**src/design/bip_pkg.sv**
```systemverilog
// Package for the beacon element parser: sizes, field codes and result codes.
// It also holds the command and status structs that pass between the controller and the datapath.
// It depends on nothing.
package bip_pkg;
   localparam int MAX_ENTRIES     = 256;
   localparam int IDX_W           = $clog2(MAX_ENTRIES);
   localparam int CNT_W           = $clog2(MAX_ENTRIES + 1);
   localparam int MAX_FRAME_BYTES = 4096;
   localparam int POS_W           = 13;

   localparam logic [POS_W-1:0] TAG_START = POS_W'(36);
   localparam logic [POS_W-1:0] MIN_FRAME = POS_W'(38);
   localparam logic [POS_W-1:0] BSSID_AT  = POS_W'(16);
   localparam logic [POS_W-1:0] BSSID_END = POS_W'(22);
   localparam logic [POS_W-1:0] FRAME_LIM = POS_W'(MAX_FRAME_BYTES);
   localparam logic [POS_W-1:0] POS_SAT   = '1;

   localparam logic [7:0] PROBE_RESP = 8'h50;
   localparam logic [7:0] SSID_CAP   = 8'd250;
   localparam logic [7:0] PRINT_LO   = 8'd32;
   localparam logic [7:0] PRINT_HI   = 8'd127;
   localparam logic [7:0] TAG_DS     = 8'd3;
   localparam logic [7:0] TAG_SSID   = 8'd0;

   localparam logic [1:0] PH_NONE = 2'd0;
   localparam logic [1:0] PH_HDR  = 2'd1;
   localparam logic [1:0] PH_LEN  = 2'd2;

   localparam logic [2:0] ST_NEW       = 3'd0;
   localparam logic [2:0] ST_KNOWN     = 3'd1;
   localparam logic [2:0] ST_MALFORMED = 3'd2;
   localparam logic [2:0] ST_UNPRINT   = 3'd3;
   localparam logic [2:0] ST_FULL      = 3'd4;

   typedef struct packed {
      logic       take;
      logic       clear_frame;
      logic       clear_idx;
      logic       inc_idx;
      logic       rd;
      logic       update;
      logic       fill;
      logic       load_rsp;
      logic [2:0] status;
   } cmd_type;

   typedef struct packed {
      logic frame_ok;
      logic idx_end;
      logic match;
      logic full;
      logic printable;
   } stat_type;
endpackage

```
**src/design/bip_controller.sv**
```systemverilog
// Controller: frame intake, table search sequencing and result handshake.
// It depends on bip_pkg.
module bip_controller (
   input  logic              clock,
   input  logic              reset,
   input  logic              req_valid,
   input  logic              req_end_of_frame,
   output logic              req_stall,
   output logic              rsp_valid,
   input  logic              rsp_stall,
   input  bip_pkg::stat_type stat,
   output bip_pkg::cmd_type  cmd
);
   typedef enum logic [1:0] {S_IDLE, S_CHECK, S_SRCH, S_CMP} state_type;

   state_type state_ff, state_in;
   logic      valid_ff, valid_in, free;

   assign req_stall = state_ff != S_IDLE;
   assign rsp_valid = valid_ff;
   assign free      = !valid_ff || !rsp_stall;

   always_comb begin
      cmd      = '0;
      cmd.status = bip_pkg::ST_MALFORMED;
      state_in = state_ff;
      case (state_ff)
         S_IDLE: begin
            cmd.take = req_valid;
            if (req_valid && req_end_of_frame) begin
               state_in = S_CHECK;
            end
         end
         S_CHECK: begin
            if (free) begin
               if (!stat.frame_ok) begin
                  cmd.load_rsp    = 1'b1;
                  cmd.clear_frame = 1'b1;
                  state_in        = S_IDLE;
               end else begin
                  cmd.clear_idx = 1'b1;
                  state_in      = S_SRCH;
               end
            end
         end
         S_SRCH: begin
            if (stat.idx_end) begin
               cmd.load_rsp    = 1'b1;
               cmd.clear_frame = 1'b1;
               state_in        = S_IDLE;
               if (stat.full) begin
                  cmd.status = bip_pkg::ST_FULL;
               end else if (!stat.printable) begin
                  cmd.status = bip_pkg::ST_UNPRINT;
               end else begin
                  cmd.status = bip_pkg::ST_NEW;
                  cmd.fill   = 1'b1;
               end
            end else begin
               cmd.rd   = 1'b1;
               state_in = S_CMP;
            end
         end
         S_CMP: begin
            if (stat.match) begin
               cmd.update      = 1'b1;
               cmd.load_rsp    = 1'b1;
               cmd.clear_frame = 1'b1;
               cmd.status      = bip_pkg::ST_KNOWN;
               state_in        = S_IDLE;
            end else begin
               cmd.inc_idx = 1'b1;
               state_in    = S_SRCH;
            end
         end
         default: begin
            state_in = S_IDLE;
         end
      endcase
   end

   always_comb begin
      valid_in = valid_ff;
      if (cmd.load_rsp) begin
         valid_in = 1'b1;
      end else if (valid_ff && !rsp_stall) begin
         valid_in = 1'b0;
      end
   end

   always_ff @(posedge clock) begin
      if (reset) begin
         state_ff <= S_IDLE;
         valid_ff <= 1'b0;
      end else begin
         state_ff <= state_in;
         valid_ff <= valid_in;
      end
   end
endmodule
```
**config.mk**
```make
export PLATFORM = sky130hd
export DESIGN_NAME = bip_controller
export DESIGN_NICKNAME = d
export VERILOG_FILES = /design/src/design/bip_pkg.sv /design/src/design/bip_controller.sv
export SDC_FILE = /design/constraint.sdc
export NUM_CORES = 1
export LEC_CHECK = 0
export BUFFER_PORTS_ARGS = -buffer_cell sky130_fd_sc_hd__buf_4
export CAP_MARGIN = 5
export CORE_AREA = 5 5 42 44
export CTS_BUF_LIST = sky130_fd_sc_hd__clkbuf_16
export DETAILED_ROUTE_END_ITERATION = 12
export DIE_AREA = 0 0 47 49
export PLACE_DENSITY_LB_ADDON = 0.08
export SLEW_MARGIN = 20
export SYNTH_ARGS = -nofsm -noshare
export SYNTH_HDL_FRONTEND = slang
export SYNTH_SLANG_ARGS = --single-unit
```
**constraint.sdc**
```tcl
create_clock -name clock -period 1.3 [get_ports clock]
set_clock_uncertainty 0.15 [all_clocks]
set_input_delay 0.13 -clock clock [delete_from_list [all_inputs] [get_ports clock]]
set_output_delay 0.13 -clock clock [all_outputs]
set_load 0.1 [all_outputs]
```
==> impl_metrics.py <==
metrics = {
    "outcome": {
        "failed_checks": "negative setup slack",
        "status": "finished, violations left",
    },
    "clock_tree": {
        "cts_buffers": 3,
        "htreeDepth": 1,
        "cts_tree": "built",
        "ctsRootBufferMaster": "clkbuf_16",
        "ctsLongestPathBuffers": 2,
        "path_clk_slew_ps": 30,
        "clk_latency_ps": 230,
        "cts_sinks": 3,
    },
    "final_layout": {
        "fill_cells": 120,
        "area_delta_synth_final_pct": 225,
        "antenna_cells": 0,
        "nets": 84,
        "post_route_cells_drive_above_1_share_pct": 86.3,
    },
    "floorplan": {
        "start_util_pct": 20.0,
        "die_area_mm2": 0.00230,
        "die_w_um": 47,
        "num_rows": 14,
        "coreArea_mm2": 0.00140,
        "io_pins": 23,
        "die_h_um": 49,
    },
    "yosys": {
        "yosysTopAreaCellShare_pct": 21.4,
        "ys_warn_count": 0,
        "netlist_instances": 36,
        "ys_ff_latch": 3,
        "synth_ff_type": "dfxtp_1",
        "yosys.area.top_type": "dfxtp_1",
        "synth_seq_area_share_pct": 21.4,
        "syn_nets": 46,
        "avgSynthCellArea_um2": 7.79,
        "netlist_top_cells_area": "dfxtp_1 21%, nor3b_2 8.9%, buf_4 5.4%",
        "yosysMostFrequentCell": "nand2_1",
        "synth_async_sr_flop_share_pct": 0,
        "synth-edff-count": 0,
        "synth_cell_type_count": 23,
        "synthesis.area_um2": 280,
        "synth_common_cells": "4 x nand2_1, 3 x dfxtp_1, 3 x nor2_1",
    },
    "drt": {
        "firstDrtPassIters": 2,
        "post_drt_wl_per_cell_um": 12.2,
        "drtIter0Drc": 2,
        "vias_per_cell": 4.49,
        "wirelength_um": 1080,
        "postRouteAntennaNets": 0,
        "vias": 400,
        "drc_errors": 0,
    },
    "pwr": {
        "combPwrFrac_pct": 29.8,
        "switching_share_pct": 28.5,
        "total_power_w": 0.000841,
        "p_per_area_mw_per_mm2": 922,
        "power_leakage_nw": 0.386,
        "p_clk_share_pct": 58.2,
        "peakVddDrop_v": 0.000460,
        "p_seq_share_pct": 11.9,
        "p_int_w": 0.000602,
        "p_switching_w": 0.000239,
    },
    "global_route": {
        "grt.total_usage_pct": 10.2,
        "grt_pass1_wl_um": 1680,
        "grt_pass1_vias": 398,
        "antenna_found_initial": 0,
        "grt_max_degree": 8,
        "grt_remaining_overflow": 0,
    },
    "sta": {
        "fmax_ghz": 0.638,
        "relSlewSlack_pct": 81.6,
        "setup_ws_ps": -267,
        "finalHoldViolations": 0,
        "setup_violations": 13,
        "rsz0062_at_grt": "true",
        "period_minus_slack_ps": 1570,
        "worstMarginPinSlew_ps": 278,
        "finalMaxSlewViolations": 0,
        "post-route-period-util_pct": 121,
    },
    "worst_hold_path": {
        "hp-start": "rsp_stall",
        "hp-class": "input pin to flop",
        "worstHoldPathCells": 3,
        "hold_path_end": "rsp_valid$_SDFFE_PP0P_",
    },
    "setup_path": {
        "end_kind": "output port",
        "reg2reg_to": "state_ff[0]$_SDFFE_PP0P_",
        "r2r_setup_slack_ps": -30,
        "cp.arrival_ps": 1290,
        "start_kind": "flop",
        "required_ps": 1020,
        "r2r-start": "state_ff[1]$_SDFFE_PP0P_",
        "path_max_fanout": 7,
        "ff2ff_path_depth": 6,
        "path_class": "flop to output port",
    },
    "place": {
        "hpwl_um": 744,
        "dpl_worst_slack_ps": -119,
        "io_buffers": 22,
        "place_congestion": 0.665,
    },
    "flow_run": {
        "drv_cap": 0,
    },
}
## final cells by class
cell class	count	area (µm²)	area share [%]
repair buffers	36	437	47.9
multi-input cells	29	300	32.9
clock buffers	3	75.1	8.23
flip-flops and latches	3	68.8	7.54
well taps	16	20.0	2.19
inverters	1	7.51	0.823
clock inverters	1	3.75	0.412
## registers in the layout, summed over array words and instances (netlist names)
signal / count
rsp_valid: 1
state_ff: 2
## stage by stage
stage               cells  TNS [ps]  util [%]  hold WS, ps  instance area, µm²
floorplan              36     -1660         -         39.7                 385
global placement       77      -538      40.9          167                 573
detailed placement     77      -456      40.9          173                 573
CTS                    86     -2090      61.0         74.7                 855
global route           89     -2870      65.1         91.9                 912
finish                 89     -2370      65.1         71.2                 912
## metal layers
| layer | track usage [%] | share of wire [%] |
|---|---|---|
| met3 | 3.32 | 9.4 |
| met1 | 11.4 | 43 |
| met2 | 14.9 | 46 |
| met5 | 0 | 0 |
| met4 | 8.29 | 1.6 |
## logic make-up after synthesis
group / count (synthesis) / synth area share (%)
buffers and inverters: 4 / 8.48
AOI/OAI and AO/OA: 7 / 18.3
and+or+nand+nor: 22 / 51.8
DFF: 3 / 21.4
## power by group through the flow
stage	clock network, W	registers, W	logic [W]
3_3_place_gp	0	0.000103	0.000190
4_1_cts	0.000498	0.000101	0.000237
3_5_place_dp	0	0.000103	0.000190
6_report	0.000490	0.000100	0.000251
2_1_floorplan	0	0.000110	0.000129
5_1_grt	0.000505	0.000101	0.000261
## worst max-delay path by stage
| stage | startpoint | slack, ps | end | cells past startpoint |
|---|---|---|---|---|
| 2_1_floorplan | state_ff[1]$_SDFFE_PP0P_ | -410 | state_ff[0]$_SDFFE_PP0P_ | 4 |
| 5_1_grt | state_ff[1]$_SDFFE_PP0P_ | -300 | cmd[9] | 4 |
| 6_report | state_ff[0]$_SDFFE_PP0P_ | -270 | cmd[3] | 4 |
| 3_3_place_gp | state_ff[0]$_SDFFE_PP0P_ | -120 | cmd[0] | 4 |
| 4_1_cts | state_ff[0]$_SDFFE_PP0P_ | -270 | cmd[0] | 4 |
| 3_5_place_dp | state_ff[0]$_SDFFE_PP0P_ | -120 | cmd[3] | 4 |
## critical path: stages, from the launching register on
cell      delay, ps
dfxtp_4         360
nand2b_4        170
a21bo_4         230
o21ai_4          90
buf_12          200
## placed cells by master (no fill, tap or decap), types with 2 or more instances in the layout
master         count
nor2_1             2
nand2_2            3
buf_12            12
and3_4             2
dlygate4sd3_1      2
dfxtp_4            2
buf_4             19
clkbuf_16          3
buf_6              3
nor3b_4            2
## timing repair
action | 4_1_cts | 5_1_grt
hold endpoints to repair | 3 | 0
setup endpoints to repair | 13 | 12
gates resized for setup | 40 | 9
setup buffers | 3 | 3
hold buffers | 2 | 0
pin swaps | 6 | 5
Power figures use the tool's default switching activity.
